==> config.mk <==
export PLATFORM = sky130hd
export DESIGN_NAME = delay_and_sum_beamformer_core
export DESIGN_NICKNAME = d
export VERILOG_FILES = /design/src/rtl/dsb_pkg.sv /design/src/rtl/dsb_ram.sv /design/src/rtl/dsb_lane.sv /design/src/rtl/dsb_merge.sv /design/src/rtl/delay_and_sum_beamformer_core.sv
export SDC_FILE = /design/constraint.sdc
export NUM_CORES = 2
export LEC_CHECK = 0
export ABC_AREA = 0
export ABC_CLOCK_PERIOD_IN_PS = 8410
export BUFFER_PORTS_ARGS = -buffer_cell sky130_fd_sc_hd__buf_2
export CAP_MARGIN = 20
export CELL_PAD_IN_SITES_DETAIL_PLACEMENT = 1
export CELL_PAD_IN_SITES_GLOBAL_PLACEMENT = 1
export CORE_ASPECT_RATIO = 1.5
export CORE_MARGIN = 2
export CORE_UTILIZATION = 56
export DETAILED_ROUTE_END_ITERATION = 10
export HOLD_SLACK_MARGIN = 0.02
export PLACE_DENSITY = 0.83
export SLEW_MARGIN = 25
export SYNTH_ARGS = -nofsm -noshare
export SYNTH_HDL_FRONTEND = slang
export SYNTH_SLANG_ARGS = --single-unit
==> constraint.sdc <==
create_clock -name clk -period 8.41 [get_ports clk]
set_clock_uncertainty 0.1 [all_clocks]
set_input_delay 1.682 -clock clk [delete_from_list [all_inputs] [get_ports clk]]
set_output_delay 1.682 -clock clk [all_outputs]
set_load 0.02 [all_outputs]
==> src/rtl/dsb_pkg.sv <==
// Shared constants and types for the delay-and-sum beamformer.
`default_nettype none
package dsb_pkg;

  localparam int SAMPLE_W      = 16;
  localparam int DELAY_W       = 6;
  localparam int CHAN_COUNT    = 4;
  localparam int MAX_DELAY_DEF = 16;

  typedef logic signed [SAMPLE_W-1:0] sample_t;
  typedef logic signed [DELAY_W-1:0]  delay_t;

  typedef enum logic [1:0] {
    REG_MODE = 2'd0,
    REG_MIC2 = 2'd1,
    REG_MIC3 = 2'd2,
    REG_MIC4 = 2'd3
  } reg_idx_t;

endpackage
`default_nettype wire

==> src/rtl/dsb_ram.sv <==
// Simple dual-port RAM, one write port, one registered read-first read port.
`default_nettype none
module dsb_ram #(
  parameter int WIDTH = 16,
  parameter int DEPTH = 32
) (
  input  wire logic                                     clk,
  input  wire logic                                     we,
  input  wire logic [((DEPTH > 1) ? $clog2(DEPTH) : 1)-1:0] waddr,
  input  wire logic [WIDTH-1:0]                         wdata,
  input  wire logic                                     re,
  input  wire logic [((DEPTH > 1) ? $clog2(DEPTH) : 1)-1:0] raddr,
  output logic      [WIDTH-1:0]                         rdata
);

  logic [WIDTH-1:0] mem [DEPTH];

  always_ff @(posedge clk) begin
    if (we) begin
      mem[waddr] <= wdata;
    end
    if (re) begin
      rdata <= mem[raddr];
    end
  end

endmodule
`default_nettype wire

==> src/rtl/dsb_lane.sv <==
// One delay-line lane: circular history in RAM with a fill count standing in for a zero reset.
`default_nettype none
module dsb_lane #(
  parameter int DEPTH = 32,
  parameter int AW    = 6
) (
  input  wire logic             clk,
  input  wire logic             rst,
  input  wire logic             accept,
  input  wire dsb_pkg::sample_t sample,
  input  wire logic [AW-1:0]    age,
  output dsb_pkg::sample_t      tap
);

  localparam int PW   = (DEPTH > 1) ? $clog2(DEPTH) : 1;
  localparam int CNTW = $clog2(DEPTH + 1);
  localparam int SW   = AW + 1;

  logic [PW-1:0]    wp;
  logic [CNTW-1:0]  cnt;
  logic [SW-1:0]    diff;
  logic [PW-1:0]    raddr;
  logic [dsb_pkg::SAMPLE_W-1:0] rdata;
  dsb_pkg::sample_t cur_q;
  logic             direct_q;
  logic             filled_q;

  always_comb begin
    diff = SW'(wp) - SW'(age);
    if (diff[SW-1]) begin
      diff = diff + SW'(DEPTH);
    end
    raddr = diff[PW-1:0];
  end

  always_ff @(posedge clk) begin
    if (rst) begin
      wp  <= '0;
      cnt <= '0;
    end else if (accept) begin
      wp  <= (wp == PW'(DEPTH - 1)) ? '0 : wp + 1'b1;
      cnt <= (cnt == CNTW'(DEPTH)) ? cnt : cnt + 1'b1;
    end
  end

  always_ff @(posedge clk) begin
    if (accept) begin
      cur_q    <= sample;
      direct_q <= (age == '0);
      filled_q <= (SW'(cnt) >= SW'(age));
    end
  end

  dsb_ram #(
    .WIDTH (dsb_pkg::SAMPLE_W),
    .DEPTH (DEPTH)
  ) u_hist (
    .clk   (clk),
    .we    (accept),
    .waddr (wp),
    .wdata (sample),
    .re    (accept),
    .raddr (raddr),
    .rdata (rdata)
  );

  assign tap = direct_q ? cur_q : (filled_q ? dsb_pkg::sample_t'(rdata) : '0);

endmodule
`default_nettype wire

==> src/rtl/dsb_merge.sv <==
// Merge stage: sums the lane taps and divides by the mic count, truncating toward zero.
`default_nettype none
module dsb_merge (
  input  wire logic             clk,
  input  wire logic             load,
  input  wire logic             four_mic_mode,
  input  wire dsb_pkg::sample_t tap_ref,
  input  wire dsb_pkg::sample_t tap2,
  input  wire dsb_pkg::sample_t tap3,
  input  wire dsb_pkg::sample_t tap4,
  output dsb_pkg::sample_t      beam
);

  localparam int W2 = dsb_pkg::SAMPLE_W + 1;
  localparam int W4 = dsb_pkg::SAMPLE_W + 2;

  logic signed [W2-1:0] sum2;
  logic signed [W2-1:0] adj2;
  logic signed [W4-1:0] sum4;
  logic signed [W4-1:0] adj4;
  dsb_pkg::sample_t     beam_next;

  always_comb begin
    sum2 = W2'(tap_ref) + W2'(tap2);
    sum4 = W4'(tap_ref) + W4'(tap2) + W4'(tap3) + W4'(tap4);
    // bias negative sums so the shift rounds toward zero
    adj2 = sum2 + (sum2[W2-1] ? W2'(1) : W2'(0));
    adj4 = sum4 + (sum4[W4-1] ? W4'(3) : W4'(0));
    beam_next = four_mic_mode ? adj4[W4-1:2] : adj2[W2-1:1];
  end

  always_ff @(posedge clk) begin
    if (load) begin
      beam <= beam_next;
    end
  end

endmodule
`default_nettype wire

==> src/rtl/delay_and_sum_beamformer_core.sv <==
// Top level of the delay-and-sum beamformer: config registers, lanes, merge and handshake.
`default_nettype none
// Takes one four-channel frame per clock while the output is not stalled and
// returns one beam sample per frame. Each mic history is a RAM of 2*MAX_DELAY
// entries (the reference RAM holds MAX_DELAY); a frame passes through its
// registered read port and then the sum/divide register. Histories read as
// zero until filled, tracked by per-lane fill counts, so no clearing pass
// follows reset. Delay registers are clamped to +/-MAX_DELAY on write and
// read back clamped, sign extended. Change the configuration only while no
// frame is in flight.
module delay_and_sum_beamformer_core #(
  parameter int MAX_DELAY = dsb_pkg::MAX_DELAY_DEF
) (
  input  wire logic        clk,
  input  wire logic        rst,
  input  wire logic        s_tvalid,
  output logic             s_tready,
  input  wire logic [63:0] s_tdata,   // ref_sample, mic2_sample, mic3_sample, mic4_sample
  output logic             m_tvalid,
  input  wire logic        m_tready,
  output logic [15:0]      m_tdata,   // beam_sample
  input  wire logic        psel,
  input  wire logic        penable,
  input  wire logic        pwrite,
  input  wire logic [3:0]  paddr,
  input  wire logic [31:0] pwdata,
  output logic [31:0]      prdata,
  output logic             pready
);

  localparam int MIC_DEPTH = 2 * MAX_DELAY;
  localparam int AW        = $clog2(MIC_DEPTH + 1);
  localparam int CW        = AW + dsb_pkg::DELAY_W + 1;
  localparam logic signed [CW-1:0] LIM = CW'(MAX_DELAY);

  logic              four_mic_mode;
  dsb_pkg::delay_t   dly [3];
  logic              cfg_we;
  dsb_pkg::reg_idx_t reg_idx;

  logic              v1;
  logic              load_out;
  logic              accept;

  logic [AW-1:0]     age [3];
  logic signed [CW-1:0] age_full [3];
  dsb_pkg::sample_t  taps [dsb_pkg::CHAN_COUNT];
  dsb_pkg::sample_t  beam;

  function automatic dsb_pkg::delay_t clamp_delay(input logic [dsb_pkg::DELAY_W-1:0] v);
    logic signed [CW-1:0] x;
    x = CW'($signed(v));
    if (x > LIM) begin
      x = LIM;
    end else if (x < -LIM) begin
      x = -LIM;
    end
    return x[dsb_pkg::DELAY_W-1:0];
  endfunction

  assign pready  = 1'b1;
  assign cfg_we  = psel && penable && pwrite && pready;
  assign reg_idx = dsb_pkg::reg_idx_t'(paddr[3:2]);

  always_ff @(posedge clk) begin
    if (rst) begin
      four_mic_mode <= 1'b0;
      dly[0]        <= '0;
      dly[1]        <= '0;
      dly[2]        <= '0;
    end else if (cfg_we) begin
      unique case (reg_idx)
        dsb_pkg::REG_MODE: four_mic_mode <= pwdata[0];
        dsb_pkg::REG_MIC2: dly[0] <= clamp_delay(pwdata[dsb_pkg::DELAY_W-1:0]);
        dsb_pkg::REG_MIC3: dly[1] <= clamp_delay(pwdata[dsb_pkg::DELAY_W-1:0]);
        dsb_pkg::REG_MIC4: dly[2] <= clamp_delay(pwdata[dsb_pkg::DELAY_W-1:0]);
      endcase
    end
  end

  always_comb begin
    unique case (reg_idx)
      dsb_pkg::REG_MODE: prdata = {31'b0, four_mic_mode};
      dsb_pkg::REG_MIC2: prdata = 32'(dly[0]);
      dsb_pkg::REG_MIC3: prdata = 32'(dly[1]);
      dsb_pkg::REG_MIC4: prdata = 32'(dly[2]);
    endcase
  end

  // handshake: stage 1 holds RAM read data, m_tvalid marks the output register
  assign load_out = v1 && (!m_tvalid || m_tready);
  assign s_tready = !v1 || load_out;
  assign accept   = s_tvalid && s_tready;

  always_ff @(posedge clk) begin
    if (rst) begin
      v1       <= 1'b0;
      m_tvalid <= 1'b0;
    end else begin
      if (accept) begin
        v1 <= 1'b1;
      end else if (load_out) begin
        v1 <= 1'b0;
      end
      if (load_out) begin
        m_tvalid <= 1'b1;
      end else if (m_tready) begin
        m_tvalid <= 1'b0;
      end
    end
  end

  dsb_lane #(
    .DEPTH (MAX_DELAY),
    .AW    (AW)
  ) u_lane_ref (
    .clk    (clk),
    .rst    (rst),
    .accept (accept),
    .sample (dsb_pkg::sample_t'(s_tdata[15:0])),
    .age    (AW'(MAX_DELAY)),
    .tap    (taps[0])
  );

  for (genvar i = 0; i < 3; i++) begin : g_mic
    assign age_full[i] = LIM + CW'(dly[i]);
    assign age[i]      = age_full[i][AW-1:0];

    dsb_lane #(
      .DEPTH (MIC_DEPTH),
      .AW    (AW)
    ) u_lane (
      .clk    (clk),
      .rst    (rst),
      .accept (accept),
      .sample (dsb_pkg::sample_t'(s_tdata[dsb_pkg::SAMPLE_W*(i+1) +: dsb_pkg::SAMPLE_W])),
      .age    (age[i]),
      .tap    (taps[i+1])
    );
  end

  dsb_merge u_merge (
    .clk           (clk),
    .load          (load_out),
    .four_mic_mode (four_mic_mode),
    .tap_ref       (taps[0]),
    .tap2          (taps[1]),
    .tap3          (taps[2]),
    .tap4          (taps[3]),
    .beam          (beam)
  );

  assign m_tdata = beam;

`ifndef SYNTHESIS
  a_accept_fills_stage: assert property (@(posedge clk) disable iff (rst)
    accept |=> v1)
    else $error("accepted frame did not reach stage 1");

  a_load_sets_out: assert property (@(posedge clk) disable iff (rst)
    load_out |=> m_tvalid)
    else $error("merge load did not raise output valid");

  a_no_accept_when_full: assert property (@(posedge clk) disable iff (rst)
    (v1 && m_tvalid && !m_tready) |-> !s_tready)
    else $error("input taken while pipeline is full and stalled");

  a_delay_clamped: assert property (@(posedge clk) disable iff (rst)
    (CW'(dly[0]) <= LIM) && (CW'(dly[0]) >= -LIM) &&
    (CW'(dly[1]) <= LIM) && (CW'(dly[1]) >= -LIM) &&
    (CW'(dly[2]) <= LIM) && (CW'(dly[2]) >= -LIM))
    else $error("delay register outside clamp range");
`endif

endmodule
`default_nettype wire
==> results.sh <==
export IMPL_hold_path_startpoint="u_lane_ref.cnt[4]"
export IMPL_largest_net_degree_at_the_start_of_global_routing=109
export IMPL_synth_cell_area_um2=80800
export IMPL_antenna_found_initial=17
export IMPL_synth_distinct_cells=91
export IMPL_critPathMaxFanout=18
export IMPL_global_route_wire_length_before_repair_mm=301
export IMPL_numPortBuffers=128
export IMPL_maxSlewViolCount=0
export IMPL_totalNegativeSetupSlack_ns=0
export IMPL_clk_pin_slew_ns=0.06
export IMPL_highest_count_cells_in_the_layout_ignoring_fill_and_taps="edfxtp_1, mux4_2, clkbuf_16"
export IMPL_min_period_over_period_pct=78.7
export IMPL_die_width_um=314
export IMPL_clk_insertion_delay_late_ns=0.84
export IMPL_drive_gt1_share_pct=29.8
export IMPL_drt_pre_antenna_iters=5
export IMPL_grt_use_total_pct=28.6
export IMPL_drt_initial_drc_count=4335
export IMPL_numClockSinks=1990
export IMPL_syn_num_nets=4086
export IMPL_fin_util_pct=62.9
export IMPL_clock_tree_buffer_depth=3
export IMPL_rsz0062_at_grt="false"
export IMPL_cp_common_cell="fa_1"
export IMPL_synth_warnings=0
export IMPL_route_final_wire_length_mm=207
export IMPL_crit_arrival_ns=7.08
export IMPL_slowest_delay_ns=0.74
export IMPL_cp_end_kind="flip-flop"
export IMPL_critical_path_slowest_cell="edfxtp_1"
export IMPL_syn_avg_cell_area_um2=21.0
export IMPL_mostFrequentLayoutCell="edfxtp_1"
export IMPL_ir_worst_vdd_v=0.000253
export IMPL_hpwlAfterDp_mm=122
export IMPL_io_pins=158
export IMPL_core_area_um2=143000
export IMPL_worstSetupPathType="flip-flop to flip-flop"
export IMPL_hold_violation_count_in_the_final_report=0
export IMPL_final_net_count=4314
export IMPL_critPathTopFamily="adder cells"
export IMPL_worst_hold_path_type="flip-flop to flip-flop"
export IMPL_detailed_route_via_count=40000
export IMPL_cp_data_required_time_ns=8.87
export IMPL_route_antenna_remaining_nets=0
export IMPL_grt_pass1_vias=43200
export IMPL_floorplan_die_height_um=469
export IMPL_syn_instance_count=3847
export IMPL_area_growth_syn_to_layout_pct=11.3
export IMPL_timing_rr_start="g_mic[0].u_lane.direct_q"
export IMPL_drt_wirelength_per_cell_um=33.8
export IMPL_cts_tree="yes"
export IMPL_yosys_most_used_dff="edfxtp_1"
export IMPL_run_status="complete, no violations"
export IMPL_place_gp_congestion=0.833
export IMPL_seq_area_frac_synth_pct=73.4
export IMPL_post_cts_setup_buffers=0
export IMPL_drv_cap=0
export IMPL_layout_filler_cells=11600
export IMPL_setup_violations=0
export IMPL_global_route_overflow_total=0
export IMPL_min_period_ns=6.62
export IMPL_ordered_cell_list_for_the_critical_path="nor2b_1, buf_4, a22o_1, fa_1, inv_1, fa_1, inv_1, ha_1, fa_1, a211oi_2, o21ai_2, a31o_2, o21ai_4, xnor2_2, ha_1, nand2_1, nor2_1, o21ba_2, o2111ai_1, nand2_2, nand4_4, nor3_2, xor2_1, mux2i_1"
export IMPL_worst_path_buf_inv=3
export IMPL_pwr_density_cell_nw_per_um2=250
export IMPL_start_util_pct=56.5
export IMPL_post_cts_hold_buffer_count=0
export IMPL_crit_start="g_mic[0].u_lane.direct_q"
export IMPL_vias_cell=6.53
export IMPL_htree_num_levels=4
export IMPL_die_area_um2=147000
export IMPL_cellLeakagePower_nw=29.1
export IMPL_number_of_enable_type_register_cells_in_the_synthesized_netlist=1945
export IMPL_max_slew_worst_pin_slew_ns=1.07
export IMPL_ctsResizeCount=0
export IMPL_rows=170
export IMPL_synthArstFlopShare_pct=0
export IMPL_max_freq_mhz=151
export IMPL_tritoncts_buffers=176
export IMPL_synth_seq_cells=1990
export IMPL_worst_max_slew_margin_expressed_relative_to_the_limit_pct=27.7
export IMPL_setup_worst_path_start_class="flip-flop"
export IMPL_cts_root_buf="clkbuf_16"
export IMPL_detail_route_drc_violations=0
[sequential cells by signal, indices dropped and copies added, names as in the netlist]
name and count:
g_mic.u_lane.u_hist.mem 1536, u_lane_ref.u_hist.mem 256, g_mic.u_lane.cur_q 48, g_mic.u_lane.u_hist.rdata 48
dly 18, g_mic.u_lane.cnt 18, u_lane_ref.u_hist.rdata 16, u_merge.beam 16
g_mic.u_lane.wp 15, u_lane_ref.cnt 5, u_lane_ref.wp 4, g_mic.u_lane.direct_q 3
g_mic.u_lane.filled_q 3, four_mic_mode 1, m_tvalid 1, u_lane_ref.filled_q 1
v1 1
[stage by stage]
stage	cells	instance area (um2)	setup slack, ns	hold slack [ns]	power [mW]
detailed placement	5788	84200	1.83	0.370	14.5
finish	6121	90000	1.79	0.391	22.5
global placement	5788	84200	1.91	0.365	14.4
CTS	6110	90000	1.78	0.389	22.6
floorplan	3847	80800	0.621	0.378	13.5
global route	6115	90000	1.39	0.395	23.1
[power breakdown]
group	internal, mW	switching [mW]
Sequential	11.1	0.0847
Clock	4.48	3.64
Combinational	1.37	1.85
[per-layer routing]
metal	vias up	GRT usage, %	wire, um	part of all wire, %
li1	16200	-	-	-
met1	21100	35.0	71200	34
met2	2069	49.5	109000	53
met3	544	4.25	14800	7.1
met4	8	14.8	11700	5.7
met5	-	0	48	0.023
[synth_stat cells (all sizes together), types with 10 or more instances]
cell	count	area, um2
edfxtp	1945	58400
mux4	561	12600
nor2	176	661
clkbuf	118	443
inv	115	432
ha	95	1190
buf	86	489
nand2	80	303
a21oi	68	348
mux2	53	601
dfxtp	45	901
o21ai	45	255
xnor2	41	367
fa	37	741
a22o	36	315
xor2	34	305
and2	32	203
nor3	30	209
and3	18	125
nand3	18	90.1
nand3b	18	148
nand2b	16	100
nand4	16	143
nor2b	16	100
a22oi	15	113
a21o	14	105
mux2i	10	100
[final timing paths]
check	end	slack, ns	depth (start not counted)
min reg2reg	u_lane_ref.filled_q	0.39	0
max	u_merge.beam[14]	1.79	24
min	u_lane_ref.filled_q	0.39	0
max reg2reg	u_merge.beam[14]	1.79	24
[cell families (layout without fill, tap and decap cells)]
group                      count (synthesis)  count (layout)  share of synthesized area (%)
other                                      1              11                        0.00464
DFF                                     1990            1990                           73.4
muxes                                    624             624                           16.5
and+or+nand+nor                          470             470                           3.08
adders and majority gates                132             132                           2.39
xor gates and xnor gates                  75              75                          0.831
AOI/OAI and AO/OA                        236             236                           2.15
buffers and inverters                    319             691                           1.69
[layout make-up]
cell class / instances / area (um2) / area share [%]
Inverter: 115 / 437 / 0.485
Multi-Input combinational cell: 1538 / 20500 / 22.8
Timing Repair Buffer: 254 / 1630 / 1.81
Clock inverter: 116 / 1120 / 1.24
Sequential cell: 1990 / 59300 / 65.9
Clock buffer: 206 / 4600 / 5.11
Antenna cell: 10 / 25.0 / 0.0278
Tap cell: 1892 / 2370 / 2.63
[worst register-to-register path, delay by kind of cell (launching register included)]
family          cells  cell delay (ns)
xor+xnor            2             0.38
flops               1             0.74
buf+inv             3             0.30
mux                 1             0.10
fa+ha+maj           5             2.12
compound gates      7             1.68
simple gates        6             0.96
(Power assumes the default switching activity.)
